File: src/hw/rtl/vmmmv_pkg.sv
// shared types and constants for the volume statistics block
package vmmmv_pkg;

   // configuration port
   localparam int SIZE_BITS    = 9;
   localparam int CSR_IDX_BITS = 2;

   typedef logic [CSR_IDX_BITS-1:0] csr_idx_type;

   localparam csr_idx_type CSR_SIZE_X = 2'd0;
   localparam csr_idx_type CSR_SIZE_Y = 2'd1;
   localparam csr_idx_type CSR_SIZE_Z = 2'd2;

   // status of the job queue between front and back
   typedef struct packed {
      logic full;
      logic empty;
   } q_stat_type;

endpackage

File: src/hw/rtl/vmmmv_req_if.sv
// input channel: one voxel sample per word
interface vmmmv_req_if #(
   parameter int SAMPLE_BITS = 16
) ();
   logic                          valid;
   logic                          ready;
   logic signed [SAMPLE_BITS-1:0] sample;

   modport source (output valid, output sample, input ready);
   modport sink   (input valid, input sample, output ready);
endinterface

File: src/hw/rtl/vmmmv_rsp_if.sv
// result channel: one statistics word per volume
interface vmmmv_rsp_if #(
   parameter int SAMPLE_BITS = 16,
   parameter int FRAC_BITS   = 16
) ();
   logic                                      valid;
   logic                                      ready;
   logic signed [SAMPLE_BITS-1:0]             minimum;
   logic signed [SAMPLE_BITS-1:0]             maximum;
   logic signed [SAMPLE_BITS+FRAC_BITS-1:0]   mean;
   logic        [2*SAMPLE_BITS+FRAC_BITS-2:0] variance;

   modport source (output valid, output minimum, output maximum, output mean,
                   output variance, input ready);
   modport sink   (input valid, input minimum, input maximum, input mean,
                   input variance, output ready);
endinterface

File: src/hw/rtl/vmmmv_front.sv
// front end: size registers, sample squaring and per-volume accumulation
module vmmmv_front #(
   parameter int SAMPLE_BITS = 16,
   parameter int MAX_DIM     = 256
) (
   input  logic                                  clock,
   input  logic                                  reset,
   input  logic                                  csr_we,
   input  vmmmv_pkg::csr_idx_type                csr_index,
   input  logic [vmmmv_pkg::SIZE_BITS-1:0]       csr_wdata,
   vmmmv_req_if.sink                             req_bus,
   input  vmmmv_pkg::q_stat_type                 q_stat,
   output logic                                  push,
   output logic [2*SAMPLE_BITS
                 + (SAMPLE_BITS+$clog2(MAX_DIM*MAX_DIM*MAX_DIM+1))
                 + (2*SAMPLE_BITS+$clog2(MAX_DIM*MAX_DIM*MAX_DIM+1)-2)
                 + 3*$clog2(MAX_DIM*MAX_DIM*MAX_DIM+1)-1:0] job
);
   localparam int DIM_BITS = $clog2(MAX_DIM+1);
   localparam int CNT_BITS = $clog2(MAX_DIM*MAX_DIM*MAX_DIM+1);
   localparam int SUM_BITS = SAMPLE_BITS + CNT_BITS;
   localparam int SQ_BITS  = 2*SAMPLE_BITS + CNT_BITS - 2;
   localparam int SQI_BITS = 2*SAMPLE_BITS - 1;
   localparam int N2_BITS  = 2*CNT_BITS;

   typedef struct packed {
      logic signed [SAMPLE_BITS-1:0] min_v;
      logic signed [SAMPLE_BITS-1:0] max_v;
      logic signed [SUM_BITS-1:0]    sum;
      logic        [SQ_BITS-1:0]     sumsq;
      logic        [CNT_BITS-1:0]    n;
      logic        [N2_BITS-1:0]     n2;
   } job_type;

   // size registers and derived voxel count
   logic [DIM_BITS-1:0]   sx_ff, sy_ff, sz_ff, sat_v;
   logic [2*DIM_BITS-1:0] sxy_ff, sxy_full;
   logic [3*DIM_BITS-1:0] n_full;
   logic [CNT_BITS-1:0]   n_ff;
   logic [N2_BITS-1:0]    n2_ff, n2_full;

   // square stage
   logic                          a_valid_ff, a_valid_in;
   logic signed [SAMPLE_BITS-1:0] a_sample_ff;
   logic        [SQI_BITS-1:0]    a_sq_ff;
   logic signed [2*SAMPLE_BITS-1:0] sq_full;

   // accumulators
   logic        [CNT_BITS-1:0]    count_ff, count_in, cnt_next;
   logic signed [SAMPLE_BITS-1:0] min_ff, min_in, min_new;
   logic signed [SAMPLE_BITS-1:0] max_ff, max_in, max_new;
   logic signed [SUM_BITS-1:0]    sum_ff, sum_in, sum_new;
   logic        [SQ_BITS-1:0]     sq_ff, sq_in, sq_new;

   logic    accept, a_close, a_go;
   job_type job_s;

   always_comb begin
      if (csr_wdata == '0) begin
         sat_v = DIM_BITS'(1);
      end else if (32'(csr_wdata) > 32'(MAX_DIM)) begin
         sat_v = DIM_BITS'(MAX_DIM);
      end else begin
         sat_v = DIM_BITS'(csr_wdata);
      end
   end

   assign sxy_full = sx_ff * sy_ff;
   assign n_full   = sxy_ff * sz_ff;
   assign n2_full  = n_ff * n_ff;
   assign sq_full  = req_bus.sample * req_bus.sample;

   assign cnt_next = count_ff + 1'b1;
   assign a_close  = cnt_next >= n_ff;
   assign a_go     = a_valid_ff && !(a_close && q_stat.full);
   assign req_bus.ready = !a_valid_ff || a_go;
   assign accept   = req_bus.valid && req_bus.ready;
   assign push     = a_go && a_close;

   always_comb begin
      min_new = ((count_ff == '0) || (a_sample_ff < min_ff)) ? a_sample_ff : min_ff;
      max_new = ((count_ff == '0) || (a_sample_ff > max_ff)) ? a_sample_ff : max_ff;
      sum_new = sum_ff + SUM_BITS'(a_sample_ff);
      sq_new  = sq_ff + SQ_BITS'(a_sq_ff);

      count_in = count_ff;
      min_in   = min_ff;
      max_in   = max_ff;
      sum_in   = sum_ff;
      sq_in    = sq_ff;
      if (a_go) begin
         if (a_close) begin
            count_in = '0;
            min_in   = '0;
            max_in   = '0;
            sum_in   = '0;
            sq_in    = '0;
         end else begin
            count_in = cnt_next;
            min_in   = min_new;
            max_in   = max_new;
            sum_in   = sum_new;
            sq_in    = sq_new;
         end
      end

      if (accept) begin
         a_valid_in = 1'b1;
      end else if (a_go) begin
         a_valid_in = 1'b0;
      end else begin
         a_valid_in = a_valid_ff;
      end
   end

   always_comb begin
      job_s.min_v = min_new;
      job_s.max_v = max_new;
      job_s.sum   = sum_new;
      job_s.sumsq = sq_new;
      job_s.n     = n_ff;
      job_s.n2    = n2_ff;
   end
   assign job = job_s;

   always_ff @(posedge clock) begin
      if (reset) begin
         sx_ff      <= DIM_BITS'(1);
         sy_ff      <= DIM_BITS'(1);
         sz_ff      <= DIM_BITS'(1);
         sxy_ff     <= (2*DIM_BITS)'(1);
         n_ff       <= CNT_BITS'(1);
         n2_ff      <= N2_BITS'(1);
         a_valid_ff <= 1'b0;
         count_ff   <= '0;
         min_ff     <= '0;
         max_ff     <= '0;
         sum_ff     <= '0;
         sq_ff      <= '0;
      end else begin
         if (csr_we) begin
            case (csr_index)
               vmmmv_pkg::CSR_SIZE_X: sx_ff <= sat_v;
               vmmmv_pkg::CSR_SIZE_Y: sy_ff <= sat_v;
               vmmmv_pkg::CSR_SIZE_Z: sz_ff <= sat_v;
               default: ;
            endcase
         end
         sxy_ff     <= sxy_full;
         n_ff       <= n_full[CNT_BITS-1:0];
         n2_ff      <= n2_full;
         a_valid_ff <= a_valid_in;
         count_ff   <= count_in;
         min_ff     <= min_in;
         max_ff     <= max_in;
         sum_ff     <= sum_in;
         sq_ff      <= sq_in;
      end
   end

   always_ff @(posedge clock) begin
      if (accept) begin
         a_sample_ff <= req_bus.sample;
         a_sq_ff     <= sq_full[SQI_BITS-1:0];
      end
   end

endmodule

File: src/hw/rtl/vmmmv_queue.sv
// small register fifo carrying finished volume totals to the back end
module vmmmv_queue #(
   parameter int WIDTH = 8,
   parameter int DEPTH = 2
) (
   input  logic                   clock,
   input  logic                   reset,
   input  logic                   push,
   input  logic [WIDTH-1:0]       wr_data,
   input  logic                   pop,
   output logic [WIDTH-1:0]       rd_data,
   output vmmmv_pkg::q_stat_type  stat
);
   localparam int PTR_BITS  = (DEPTH > 1) ? $clog2(DEPTH) : 1;
   localparam int FILL_BITS = $clog2(DEPTH+1);

   logic [WIDTH-1:0]     entry_ff [DEPTH];
   logic [PTR_BITS-1:0]  wr_ptr_ff, rd_ptr_ff;
   logic [FILL_BITS-1:0] fill_ff;

   assign rd_data    = entry_ff[rd_ptr_ff];
   assign stat.full  = fill_ff == FILL_BITS'(DEPTH);
   assign stat.empty = fill_ff == '0;

   always_ff @(posedge clock) begin
      if (reset) begin
         wr_ptr_ff <= '0;
         rd_ptr_ff <= '0;
         fill_ff   <= '0;
      end else begin
         if (push) begin
            wr_ptr_ff <= (wr_ptr_ff == PTR_BITS'(DEPTH-1)) ? '0 : wr_ptr_ff + 1'b1;
         end
         if (pop) begin
            rd_ptr_ff <= (rd_ptr_ff == PTR_BITS'(DEPTH-1)) ? '0 : rd_ptr_ff + 1'b1;
         end
         if (push && !pop) begin
            fill_ff <= fill_ff + 1'b1;
         end else if (pop && !push) begin
            fill_ff <= fill_ff - 1'b1;
         end
      end
   end

   always_ff @(posedge clock) begin
      if (push) begin
         entry_ff[wr_ptr_ff] <= wr_data;
      end
   end

endmodule

File: src/hw/rtl/vmmmv_back.sv
// back end: shift-add multiplier and restoring divider for mean and variance
module vmmmv_back #(
   parameter int SAMPLE_BITS = 16,
   parameter int MAX_DIM     = 256,
   parameter int FRAC_BITS   = 16
) (
   input  logic                                  clock,
   input  logic                                  reset,
   input  vmmmv_pkg::q_stat_type                 q_stat,
   input  logic [2*SAMPLE_BITS
                 + (SAMPLE_BITS+$clog2(MAX_DIM*MAX_DIM*MAX_DIM+1))
                 + (2*SAMPLE_BITS+$clog2(MAX_DIM*MAX_DIM*MAX_DIM+1)-2)
                 + 3*$clog2(MAX_DIM*MAX_DIM*MAX_DIM+1)-1:0] job,
   output logic                                  pop,
   vmmmv_rsp_if.source                           rsp_bus
);
   localparam int CNT_BITS  = $clog2(MAX_DIM*MAX_DIM*MAX_DIM+1);
   localparam int SUM_BITS  = SAMPLE_BITS + CNT_BITS;
   localparam int SQ_BITS   = 2*SAMPLE_BITS + CNT_BITS - 2;
   localparam int N2_BITS   = 2*CNT_BITS;
   localparam int MAG_BITS  = SUM_BITS - 1;
   localparam int PROD_BITS = 2*MAG_BITS;
   localparam int DIV_BITS  = PROD_BITS + FRAC_BITS;
   localparam int MEAN_BITS = SAMPLE_BITS + FRAC_BITS;
   localparam int VAR_BITS  = 2*SAMPLE_BITS + FRAC_BITS - 1;
   localparam int STEP_BITS = $clog2(DIV_BITS+1);

   typedef struct packed {
      logic signed [SAMPLE_BITS-1:0] min_v;
      logic signed [SAMPLE_BITS-1:0] max_v;
      logic signed [SUM_BITS-1:0]    sum;
      logic        [SQ_BITS-1:0]     sumsq;
      logic        [CNT_BITS-1:0]    n;
      logic        [N2_BITS-1:0]     n2;
   } job_type;

   typedef enum logic [2:0] {
      ST_IDLE,
      ST_MUL_ADD,
      ST_MUL_SUB,
      ST_DIV_MEAN,
      ST_DIV_VAR,
      ST_FINISH
   } state_type;

   state_type state_ff, state_in;
   job_type   job_s;

   logic signed [SAMPLE_BITS-1:0] min_ff, min_in, max_ff, max_in;
   logic                          neg_ff, neg_in;
   logic [MAG_BITS-1:0]           mag_ff, mag_in, mplier_ff, mplier_in;
   logic [SUM_BITS-1:0]           mag_full;
   logic [CNT_BITS-1:0]           n_ff, n_in;
   logic [N2_BITS-1:0]            n2_ff, n2_in, divisor;
   logic [PROD_BITS-1:0]          acc_ff, acc_in, mcand_ff, mcand_in;
   logic [DIV_BITS-1:0]           dvd_ff, dvd_in;
   logic [N2_BITS-1:0]            rem_ff, rem_in;
   logic [N2_BITS:0]              trial;
   logic                          q_bit;
   logic [VAR_BITS-1:0]           q_ff, q_in, q_new;
   logic [MEAN_BITS-1:0]          mean_ff, mean_in;
   logic [STEP_BITS-1:0]          step_ff, step_in;
   logic                          last_step;

   logic                          out_valid_ff, out_valid_in, out_load;
   logic signed [SAMPLE_BITS-1:0] out_min_ff, out_max_ff;
   logic [MEAN_BITS-1:0]          out_mean_ff;
   logic [VAR_BITS-1:0]           out_var_ff;

   assign job_s     = job;
   assign mag_full  = job_s.sum[SUM_BITS-1] ? SUM_BITS'(-job_s.sum) : SUM_BITS'(job_s.sum);
   assign last_step = step_ff == STEP_BITS'(1);
   assign pop       = (state_ff == ST_IDLE) && !q_stat.empty;
   assign out_load  = (state_ff == ST_FINISH) && (!out_valid_ff || rsp_bus.ready);

   // one restoring divide step
   assign divisor = (state_ff == ST_DIV_MEAN) ? N2_BITS'(n_ff) : n2_ff;
   assign trial   = {rem_ff, dvd_ff[DIV_BITS-1]};
   assign q_bit   = trial >= {1'b0, divisor};
   assign q_new   = {q_ff[VAR_BITS-2:0], q_bit};

   always_comb begin
      state_in  = state_ff;
      min_in    = min_ff;
      max_in    = max_ff;
      neg_in    = neg_ff;
      mag_in    = mag_ff;
      n_in      = n_ff;
      n2_in     = n2_ff;
      acc_in    = acc_ff;
      mcand_in  = mcand_ff;
      mplier_in = mplier_ff;
      dvd_in    = dvd_ff;
      rem_in    = rem_ff;
      q_in      = q_ff;
      mean_in   = mean_ff;
      step_in   = step_ff;

      case (state_ff)
         ST_IDLE: begin
            if (pop) begin
               min_in    = job_s.min_v;
               max_in    = job_s.max_v;
               neg_in    = job_s.sum[SUM_BITS-1];
               mag_in    = mag_full[MAG_BITS-1:0];
               n_in      = job_s.n;
               n2_in     = job_s.n2;
               acc_in    = '0;
               mcand_in  = PROD_BITS'(job_s.sumsq);
               mplier_in = MAG_BITS'(job_s.n);
               step_in   = STEP_BITS'(CNT_BITS);
               state_in  = ST_MUL_ADD;
            end
         end
         ST_MUL_ADD: begin
            acc_in    = mplier_ff[0] ? acc_ff + mcand_ff : acc_ff;
            mcand_in  = mcand_ff << 1;
            mplier_in = mplier_ff >> 1;
            step_in   = step_ff - 1'b1;
            if (last_step) begin
               mcand_in  = PROD_BITS'(mag_ff);
               mplier_in = mag_ff;
               step_in   = STEP_BITS'(MAG_BITS);
               state_in  = ST_MUL_SUB;
            end
         end
         ST_MUL_SUB: begin
            acc_in    = mplier_ff[0] ? acc_ff - mcand_ff : acc_ff;
            mcand_in  = mcand_ff << 1;
            mplier_in = mplier_ff >> 1;
            step_in   = step_ff - 1'b1;
            if (last_step) begin
               // floor of a negative mean: divide the magnitude rounded up
               dvd_in   = (DIV_BITS'(mag_ff) << FRAC_BITS)
                        + (neg_ff ? DIV_BITS'(n_ff - 1'b1) : '0);
               rem_in   = '0;
               step_in  = STEP_BITS'(DIV_BITS);
               state_in = ST_DIV_MEAN;
            end
         end
         ST_DIV_MEAN, ST_DIV_VAR: begin
            rem_in  = q_bit ? N2_BITS'(trial - {1'b0, divisor}) : trial[N2_BITS-1:0];
            dvd_in  = dvd_ff << 1;
            q_in    = q_new;
            step_in = step_ff - 1'b1;
            if (last_step) begin
               if (state_ff == ST_DIV_MEAN) begin
                  mean_in  = neg_ff ? MEAN_BITS'(-q_new[MEAN_BITS-1:0])
                                    : q_new[MEAN_BITS-1:0];
                  dvd_in   = DIV_BITS'(acc_ff) << FRAC_BITS;
                  rem_in   = '0;
                  step_in  = STEP_BITS'(DIV_BITS);
                  state_in = ST_DIV_VAR;
               end else begin
                  state_in = ST_FINISH;
               end
            end
         end
         ST_FINISH: begin
            if (out_load) begin
               state_in = ST_IDLE;
            end
         end
         default: begin
            state_in = ST_IDLE;
         end
      endcase

      if (out_load) begin
         out_valid_in = 1'b1;
      end else if (rsp_bus.ready) begin
         out_valid_in = 1'b0;
      end else begin
         out_valid_in = out_valid_ff;
      end
   end

   always_ff @(posedge clock) begin
      if (reset) begin
         state_ff     <= ST_IDLE;
         out_valid_ff <= 1'b0;
      end else begin
         state_ff     <= state_in;
         out_valid_ff <= out_valid_in;
      end
      min_ff    <= min_in;
      max_ff    <= max_in;
      neg_ff    <= neg_in;
      mag_ff    <= mag_in;
      n_ff      <= n_in;
      n2_ff     <= n2_in;
      acc_ff    <= acc_in;
      mcand_ff  <= mcand_in;
      mplier_ff <= mplier_in;
      dvd_ff    <= dvd_in;
      rem_ff    <= rem_in;
      q_ff      <= q_in;
      mean_ff   <= mean_in;
      step_ff   <= step_in;
      if (out_load) begin
         out_min_ff  <= min_ff;
         out_max_ff  <= max_ff;
         out_mean_ff <= mean_ff;
         out_var_ff  <= q_ff;
      end
   end

   assign rsp_bus.valid    = out_valid_ff;
   assign rsp_bus.minimum  = out_min_ff;
   assign rsp_bus.maximum  = out_max_ff;
   assign rsp_bus.mean     = out_mean_ff;
   assign rsp_bus.variance = out_var_ff;

endmodule

File: src/hw/rtl/volume_min_max_mean_variance.sv
// top level of the volume min / max / mean / variance statistics block
// throughput: one sample word per cycle while the job queue has room; the back end works through
//   one volume at a time, bound by its bit-serial multiplier and divider
// closing sample to result: square register, job queue, back end states, output register
// reset: synchronous, active high; sizes return to 1, accumulators and queue empty
// a size write reaches the voxel count through the size register, sxy_ff and n_ff in turn
module volume_min_max_mean_variance #(
   parameter int SAMPLE_BITS = 16,
   parameter int MAX_DIM     = 256,
   parameter int FRAC_BITS   = 16
) (
   input  logic                            clock,
   input  logic                            reset,
   input  logic                            csr_we,
   input  vmmmv_pkg::csr_idx_type          csr_index,
   input  logic [vmmmv_pkg::SIZE_BITS-1:0] csr_wdata,
   vmmmv_req_if.sink                       req_bus,
   vmmmv_rsp_if.source                     rsp_bus
);
   // widths of one queued job: min, max, sum, sum of squares, n, n squared
   localparam int CNT_BITS = $clog2(MAX_DIM*MAX_DIM*MAX_DIM+1);
   localparam int SUM_BITS = SAMPLE_BITS + CNT_BITS;
   localparam int SQ_BITS  = 2*SAMPLE_BITS + CNT_BITS - 2;
   localparam int JOB_BITS = 2*SAMPLE_BITS + SUM_BITS + SQ_BITS + 3*CNT_BITS;

   // two jobs of slack lets short volumes queue while the divider runs
   localparam int Q_DEPTH = 2;

   logic                  job_push;
   logic                  job_pop;
   logic [JOB_BITS-1:0]   job_wdata;
   logic [JOB_BITS-1:0]   job_rdata;
   vmmmv_pkg::q_stat_type q_stat;

   // front: one word a cycle, square registered, then accumulate;
   // stalls only when a volume closes against a full queue
   vmmmv_front #(
      .SAMPLE_BITS (SAMPLE_BITS),
      .MAX_DIM     (MAX_DIM)
   ) u_front (
      .clock     (clock),
      .reset     (reset),
      .csr_we    (csr_we),
      .csr_index (csr_index),
      .csr_wdata (csr_wdata),
      .req_bus   (req_bus),
      .q_stat    (q_stat),
      .push      (job_push),
      .job       (job_wdata)
   );

   // finished volume totals wait here for the back end
   vmmmv_queue #(
      .WIDTH (JOB_BITS),
      .DEPTH (Q_DEPTH)
   ) u_queue (
      .clock   (clock),
      .reset   (reset),
      .push    (job_push),
      .wr_data (job_wdata),
      .pop     (job_pop),
      .rd_data (job_rdata),
      .stat    (q_stat)
   );

   // back: n*sumsq - sum^2 by shift-add, then mean and variance by restoring
   // division, result held in an output register so the next job can start
   vmmmv_back #(
      .SAMPLE_BITS (SAMPLE_BITS),
      .MAX_DIM     (MAX_DIM),
      .FRAC_BITS   (FRAC_BITS)
   ) u_back (
      .clock   (clock),
      .reset   (reset),
      .q_stat  (q_stat),
      .job     (job_rdata),
      .pop     (job_pop),
      .rsp_bus (rsp_bus)
   );

endmodule

File: src/flat_wrapper.sv
// flat-port wrapper written by rule: the top's interface ports become plain ports
module volume_min_max_mean_variance_flat 
#(
   parameter int SAMPLE_BITS = 16,
   parameter int MAX_DIM     = 256,
   parameter int FRAC_BITS   = 16
)
  (clock, reset, csr_we, csr_index, csr_wdata, req_bus_valid, req_bus_sample, req_bus_ready, rsp_bus_valid, rsp_bus_minimum, rsp_bus_maximum, rsp_bus_mean, rsp_bus_variance, rsp_bus_ready);
  vmmmv_req_if #(.SAMPLE_BITS(SAMPLE_BITS)) req_bus_i ();
  vmmmv_rsp_if #(.SAMPLE_BITS(SAMPLE_BITS), .FRAC_BITS(FRAC_BITS)) rsp_bus_i ();
  input  logic clock;
  input  logic reset;
  input  logic csr_we;
  input  vmmmv_pkg::csr_idx_type csr_index;
  input  logic [vmmmv_pkg::SIZE_BITS-1:0] csr_wdata;
  input wire logic [$bits(req_bus_i.valid)-1:0] req_bus_valid;
  input wire logic [$bits(req_bus_i.sample)-1:0] req_bus_sample;
  output wire logic [$bits(req_bus_i.ready)-1:0] req_bus_ready;
  output wire logic [$bits(rsp_bus_i.valid)-1:0] rsp_bus_valid;
  output wire logic [$bits(rsp_bus_i.minimum)-1:0] rsp_bus_minimum;
  output wire logic [$bits(rsp_bus_i.maximum)-1:0] rsp_bus_maximum;
  output wire logic [$bits(rsp_bus_i.mean)-1:0] rsp_bus_mean;
  output wire logic [$bits(rsp_bus_i.variance)-1:0] rsp_bus_variance;
  input wire logic [$bits(rsp_bus_i.ready)-1:0] rsp_bus_ready;
  assign req_bus_i.valid = req_bus_valid;
  assign req_bus_i.sample = req_bus_sample;
  assign req_bus_ready = req_bus_i.ready;
  assign rsp_bus_valid = rsp_bus_i.valid;
  assign rsp_bus_minimum = rsp_bus_i.minimum;
  assign rsp_bus_maximum = rsp_bus_i.maximum;
  assign rsp_bus_mean = rsp_bus_i.mean;
  assign rsp_bus_variance = rsp_bus_i.variance;
  assign rsp_bus_i.ready = rsp_bus_ready;
  volume_min_max_mean_variance #(.SAMPLE_BITS(SAMPLE_BITS), .MAX_DIM(MAX_DIM), .FRAC_BITS(FRAC_BITS)) u_core (.clock(clock), .reset(reset), .csr_we(csr_we), .csr_index(csr_index), .csr_wdata(csr_wdata), .req_bus(req_bus_i), .rsp_bus(rsp_bus_i));
endmodule
File: config.mk
export PLATFORM = sky130hd
export DESIGN_NAME = volume_min_max_mean_variance_flat
export DESIGN_NICKNAME = d
export VERILOG_FILES = /design/src/hw/rtl/vmmmv_pkg.sv /design/src/hw/rtl/vmmmv_req_if.sv /design/src/hw/rtl/vmmmv_rsp_if.sv /design/src/hw/rtl/vmmmv_front.sv /design/src/hw/rtl/vmmmv_queue.sv /design/src/hw/rtl/vmmmv_back.sv /design/src/hw/rtl/volume_min_max_mean_variance.sv /design/src/flat_wrapper.sv
export SDC_FILE = /design/constraint.sdc
export NUM_CORES = 2
export LEC_CHECK = 0
export BUFFER_PORTS_ARGS = -buffer_cell sky130_fd_sc_hd__buf_2
export CAP_MARGIN = 20
export CELL_PAD_IN_SITES_DETAIL_PLACEMENT = 0
export CELL_PAD_IN_SITES_GLOBAL_PLACEMENT = 1
export CORE_MARGIN = 2
export CORE_UTILIZATION = 40
export CTS_BUF_LIST = sky130_fd_sc_hd__clkbuf_16
export DETAILED_ROUTE_END_ITERATION = 16
export PLACE_DENSITY = 0.65
export SETUP_SLACK_MARGIN = 0.15
export SYNTH_ARGS = -nofsm -noshare
export SYNTH_HDL_FRONTEND = slang
export SYNTH_SLANG_ARGS = --single-unit
File: constraint.sdc
create_clock -name clock -period 39.7 [get_ports clock]
set_input_delay 5.955 -clock clock [delete_from_list [all_inputs] [get_ports clock]]
set_output_delay 5.955 -clock clock [all_outputs]
set_load 0.02 [all_outputs]
[Word level (Yosys, flattened, before mapping)]
Memories as Yosys holds them, arrays and structs flattened. A register that Yosys moved wholly into a read port is not among the register bits.
Index checks and enable logic that the tools add are counted.
Cells by class
  reduce and logical (&&, ||, !) cells: 40
  $mul: 4
  mux-type cells: 57
  magnitude comparators: 5
  add/sub/neg operators: 15
  eq/ne operators: 16
Operators by type and width (count)
  $pmux 80 s3: 2
  $mux 80: 5
  $mux 96: 4
  $mux 50: 5
  $pmux 96 s2: 1
  $mux 40: 3
  $pmux 40 s3: 1
  $pmux 50 s2: 1
  $add 56x96->96: 1
  $add 80x80->80: 1
  $sub 80x80->80: 1
  $mux 16: 4
  $add 55x31->55: 1
  $mux 55: 1
  $ge 51x50->1: 1
  $mul 25x25->50: 1
  $sub 50x50->50: 1
  $add 41x16->41: 1
  $mux 41: 1
  $neg 40->40: 1
  $mux 7: 5
  $mux 32: 1
  $neg 32->32: 1
  $mul 16x16->31: 1
  42 further kinds: 92
Storage, ports and cells
  input port bits: 32
  memories: 1
  word-level logic and storage cells: 175
  memory bits (writable): 406
  register bits: 1020
Memories
  u_core.u_queue.entry_ff: words 2, bits a word 203, read ports 1, clocked after memory_dff 1, write ports 1, RTL line vmmmv_queue.sv:17  | logic [WIDTH-1:0] entry_ff [DEPTH];

[Depth between registers and ports, before layout]
  word-level depth: 10
  mapped depth: 30
  mapped depth without buffers: 29

[Cells and area by module]
From an unflattened synthesis, not the netlist that was laid out.
Unflattened totals
  cells, all modules: 9665
  area, all modules: 103795.8 sq um
Modules (own cells, without submodules)
  vmmmv_front: cells an instance 5500, times used 1, area an instance 49349.8 sq um
  vmmmv_back: cells an instance 3511, times used 1, area an instance 38881.0 sq um
  vmmmv_queue: cells an instance 654, times used 1, area an instance 15564.9 sq um

[Worst setup path before layout]
No wires, ideal clock.
  path kind: register to register
  from: register u_core.u_front.count_ff[2]
  to: memory u_core.u_queue.entry_ff[0][0] in the netlist's numbering (enable)
  arrival time: 11.842 ns
  buffers on the path: 1
  stages on the path, launching flop included: 18
  period minus slack after synthesis: 12.610 ns
  path slack: 27.090 ns
  cell sequence: dfxtp_1 -> and3_1 -> and3_1 -> clkbuf_1 -> nand2_1 -> or2_2 -> nor2_1 -> nand3_1 -> xnor2_1 -> ha_1 -> nand4_1 -> or4_1 -> a21oi_1 -> o311a_1 -> nor2_1 -> nor2_1 -> nand2_1 -> nor2_1
Between the ends
  word-level cells in the longest chain between the ends: 8
RTL lines
  from (decl): RTL line vmmmv_front.sv:49  | logic [CNT_BITS-1:0] count_ff, count_in, cnt_next;
  from (signal assigned): RTL line vmmmv_front.sv:153  | count_ff <= count_in;
  $add 25x1->25 (*): RTL line vmmmv_front.sv:73  | assign cnt_next = count_ff + 1'b1;
  $ge 25x25->1 (*): RTL line vmmmv_front.sv:74  | assign a_close = cnt_next >= n_ff;
  $logic_and 1x1->1: RTL line vmmmv_front.sv:75  | assign a_go = a_valid_ff && !(a_close && q_stat.full);
  $logic_not 1->1: RTL line vmmmv_front.sv:75
  $logic_and 1x1->1: RTL line vmmmv_front.sv:75
  $logic_and 1x1->1 (*): RTL line vmmmv_front.sv:78  | assign push = a_go && a_close;
  $mux 1 (*): RTL line vmmmv_queue.sv:46  | if (push) begin
  $mux 1 (implied by the code) (*): RTL line vmmmv_queue.sv:47  | entry_ff[wr_ptr_ff] <= wr_data;
  to (decl): RTL line vmmmv_queue.sv:17
Every way passes the cells marked *; elsewhere a longest branch is shown, timed or not.

[Worst setup path in the final report]
  from: register u_core.u_front.count_ff[2]
  to: output req_bus_ready
Between the ends
  word-level cells in the longest chain between the ends: 6
RTL lines
  $add 25x1->25: RTL line vmmmv_front.sv:73
  $ge 25x25->1: RTL line vmmmv_front.sv:74
  $logic_and 1x1->1: RTL line vmmmv_front.sv:75
  $logic_not 1->1: RTL line vmmmv_front.sv:75
  $logic_and 1x1->1: RTL line vmmmv_front.sv:75
  $logic_or 1x1->1: RTL line vmmmv_front.sv:76  | assign req_bus.ready = !a_valid_ff || a_go;
  to (decl): RTL line flat_wrapper.sv:18  | output wire logic [$bits(req_bus_i.ready)-1:0] req_bus_ready;
No other way between the ends.

==> impl_metrics.py <==
metrics = {
    "status": {
        "status": "finished clean",
    },
    "min_path": {
        "hp-class": "reg -> reg",
        "hold_end": "u_core.u_back.rsp_bus.minimum[11]",
        "min_path_cells": 0,
        "hold_start": "u_core.u_back.min_ff[11]",
    },
    "logic_synthesis": {
        "ys_ff_latch": 1421,
        "syn_nets": 11400,
        "synth_cell_types": 91,
        "postSynthAreaPerCell_um2": 10.5,
        "netlist.area_leader.share": 0.333,
        "ys.flop_type": "edfxtp_1",
        "synth_cells": 9802,
        "synthArstFlopShare": 0,
        "synth_edf_count": 1139,
        "yosysTopAreaCell": "edfxtp_1",
        "yosysSeqAreaShare": 0.388,
        "yosysWarnings": 0,
        "synthTopCellsByArea": "edfxtp_1 (33%), fa_1 (17%), ha_1 (7.9%), dfxtp_1 (5.5%), inv_1 (4.6%)",
        "syn_area_um2": 103000,
    },
    "cts": {
        "clock_path_buffers": 3,
        "htreeDepth": 4,
        "cts_made_buffers": 159,
        "cts_resized": 0,
        "cts_hold_buffers": 0,
        "cts-root-buf": "clkbuf_16",
        "postCtsSetupRepairBufs": 0,
        "clk_latency_ns": 0.84,
        "clkSinkCount": 1421,
        "clkTransAtPathRegs_ns": 0.06,
        "cts_tree": "yes",
    },
    "placed_design": {
        "hpwl_um": 194000,
        "numPortBuffers": 144,
        "place_congestion": 0.865,
    },
    "sta": {
        "slew_violations": 0,
        "finalSetupViolations": 0,
        "skew_ns": 0.0831,
        "max_freq_mhz": 84.8,
        "tightest_slew_ns": 1.13,
        "timing.hold.ws_ns": 0.402,
        "min_period_ns": 11.79,
        "maxSlewHeadroom": 0.248,
        "setup_tns_ns": 0,
        "timing.final.crit_share": 0.297,
        "hold_viol": 0,
        "rsz0062_at_grt": "false",
    },
    "grt": {
        "grt_usage": 0.200,
        "antenna_found_initial": 6,
        "grt_pass1_vias": 72000,
        "grt_max_degree": 144,
        "globalRouteOverflowTotal": 0,
        "grt_first_pass_wirelength_um": 414000,
    },
    "critical_path": {
        "crit_path_frequent_cell": "nor2_1",
        "r2r_end": "u_core.u_front.n2_ff[33]",
        "required_ns": 33.74,
        "crit_fanout": 8,
        "r2r-start": "u_core.u_front.n_ff[11]",
        "worstPathArrival_ns": 5.84,
        "cp_slowest_cell": "or4_1",
        "crit_type": "reg -> out",
        "cp_cell_sequence": "and3_1, and3_1, nand2_1, or2_2, nor2_1, nand3_1, xnor2_1, ha_1, nand4_1, or4_1, a21oi_1, o311a_1, nor2_1, nor2_1, buf_4, nand3_1, buf_2",
        "critical-path-max-stage-delay_ns": 0.58,
        "rr_worst_depth": 29,
        "endpoint_kind": "output port",
        "startpoint_type": "register",
        "ff2ff_setup_slack_ns": 30.63,
    },
    "drt": {
        "viasPerCell": 5.24,
        "wirelength_um": 262000,
        "postRouteAntennaNets": 0,
        "firstDrtPassIters": 5,
        "wire_per_inst_um": 19.7,
        "vias": 69800,
        "detail_route.iter0.violations": 4367,
        "drc_errors": 0,
    },
    "final_layout": {
        "drive_above_1_share": 0.0712,
        "nets": 11400,
        "area_growth_pct": 9.58,
        "fillers": 24300,
    },
    "die": {
        "start_util": 0.401,
        "io_pins": 145,
        "chipHeight_um": 511,
        "core_um2": 256000,
        "fp.dieArea_um2": 261000,
        "rows": 186,
        "die_w_um": 511,
    },
    "job": {
        "drv_cap": 0,
    },
    "power_and_ir_drop": {
        "pwr_density_cell_nw_per_um2": 59.8,
        "vdd_drop_max_mv": 0.0794,
        "cellLeakagePower_nw": 48.5,
    },
}
## stage by stage
step	worst slack, ns	instances	power [mW]	area (um2)	utilization
after floorplan	27.09	9802	4.55	103000	-
after global placement	27.15	13000	5.23	107000	0.418
after detailed placement	27.12	13000	5.28	107000	0.419
after CTS	27.84	13300	6.80	113000	0.439
after global routing	27.49	13300	7.25	113000	0.440
final	27.91	13300	6.74	113000	0.440
## logic make-up (layout without fill, tap and decap cells)
group,Yosys count,after routing,share of synthesized area
compound gates,1734,1734,0.109
mux,258,258,0.0268
flops,1421,1421,0.388
buf+inv,1688,1829,0.0619
simple gates,2633,2633,0.118
other cells,0,2,0
fa+ha+maj,1526,1526,0.250
xor+xnor,542,542,0.0462
## where the power goes
group | internal (mW) | leakage (nW) | switching, mW
Sequential | 2.06 | 12.9 | 0.208
Combinational | 1.22 | 32.8 | 1.76
Clock | 0.838 | 2.71 | 0.648
Total | 4.12 | 48.5 | 2.62
## per-layer routing
metal	GRT usage	vias up	routed length, um
met5	0	-	38
met4	0.0460	6	5550
met3	0.0232	308	11200
met2	0.318	1490	118000
met1	0.292	34600	127000
li1	-	33400	-
## synthesized netlist by cell type, types with 194 or more instances
cell type	count
a21o_1	218
a21oi_1	471
and2_1	194
clkbuf_1	354
dfxtp_1	282
edfxtp_1	1139
fa_1	875
ha_1	651
inv_1	1272
nand2_1	1009
nand3_1	198
nor2_1	647
o21ai_0	335
xnor2_1	346
xor2_1	196
## flip-flops by register name, summed over array words and instances (netlist names), 32 cells and up, named ones only
register and flops:
u_core.u_back.rem_ff 50, u_core.u_back.mcand_ff 80, u_core.u_back.mag_ff 40, u_core.u_back.mplier_ff 40
u_core.u_back.rsp_bus.mean 32, u_core.u_back.acc_ff 80, u_core.u_front.sum_ff 41, u_core.u_queue.entry_ff 404
u_core.u_back.dvd_ff 96, u_core.u_back.q_ff 47, u_core.u_front.n2_ff 49, u_core.u_back.rsp_bus.variance 47
u_core.u_front.sq_ff 55, u_core.u_back.n2_ff 49, u_core.u_back.mean_ff 32
## layout by cell type, fill, tap and decap left out, types with 100 or more instances in the layout
cell type	instances
inv_1	1304
edfxtp_1	1139
nand2_1	1008
fa_1	875
ha_1	651
nor2_1	640
a21oi_1	469
xnor2_1	346
o21ai_0	333
dfxtp_1	280
a21o_1	218
nand3_1	198
xor2_1	196
and2_1	193
clkbuf_16	161
buf_2	144
mux2_2	140
mux2i_1	117
a22oi_1	110
buf_4	101
and3_1	100
## how the worst max path moves through the flow
| stage | depth (start not counted) | slack, ns | endpoint | start |
|---|---|---|---|---|
| CTS | 17 | 27.84 | req_bus_ready | u_core.u_front.count_ff[2] |
| finish | 17 | 27.91 | req_bus_ready | u_core.u_front.count_ff[2] |
| global placement | 20 | 27.15 | u_core.u_front.a_sq_ff[30] | req_bus_sample[15] |
| global route | 17 | 27.49 | req_bus_ready | u_core.u_front.count_ff[2] |
| floorplan | 17 | 27.09 | u_core.u_queue.entry_ff[0][0] | u_core.u_front.count_ff[2] |
| detailed placement | 20 | 27.12 | u_core.u_front.a_sq_ff[30] | req_bus_sample[15] |
## cell type report
| cell class | instances | area, um2 | share of cell area |
|---|---|---|---|
| Timing Repair Buffer | 253 | 1630 | 0.0144 |
| Antenna cell | 2 | 5.00 | 0.0000444 |
| Sequential cell | 1421 | 39900 | 0.354 |
| Inverter | 1283 | 4830 | 0.0428 |
| Tap cell | 3384 | 4230 | 0.0376 |
| Multi-Input combinational cell | 6693 | 56700 | 0.504 |
| Clock buffer | 161 | 4030 | 0.0358 |
| Clock inverter | 132 | 1320 | 0.0118 |
## worst max-delay path, delay by kind of cell (launching register included)
family / cells / cell delay, ns
xor gates and xnor gates: 1 / 0.17
adders and majority gates: 1 / 0.30
buffers and inverters: 2 / 0.61
AOI/OAI and AO/OA: 2 / 0.50
DFF: 1 / 0.44
and+or+nand+nor: 11 / 3.01
No activity file was read; power rests on OpenSTA's default activity.
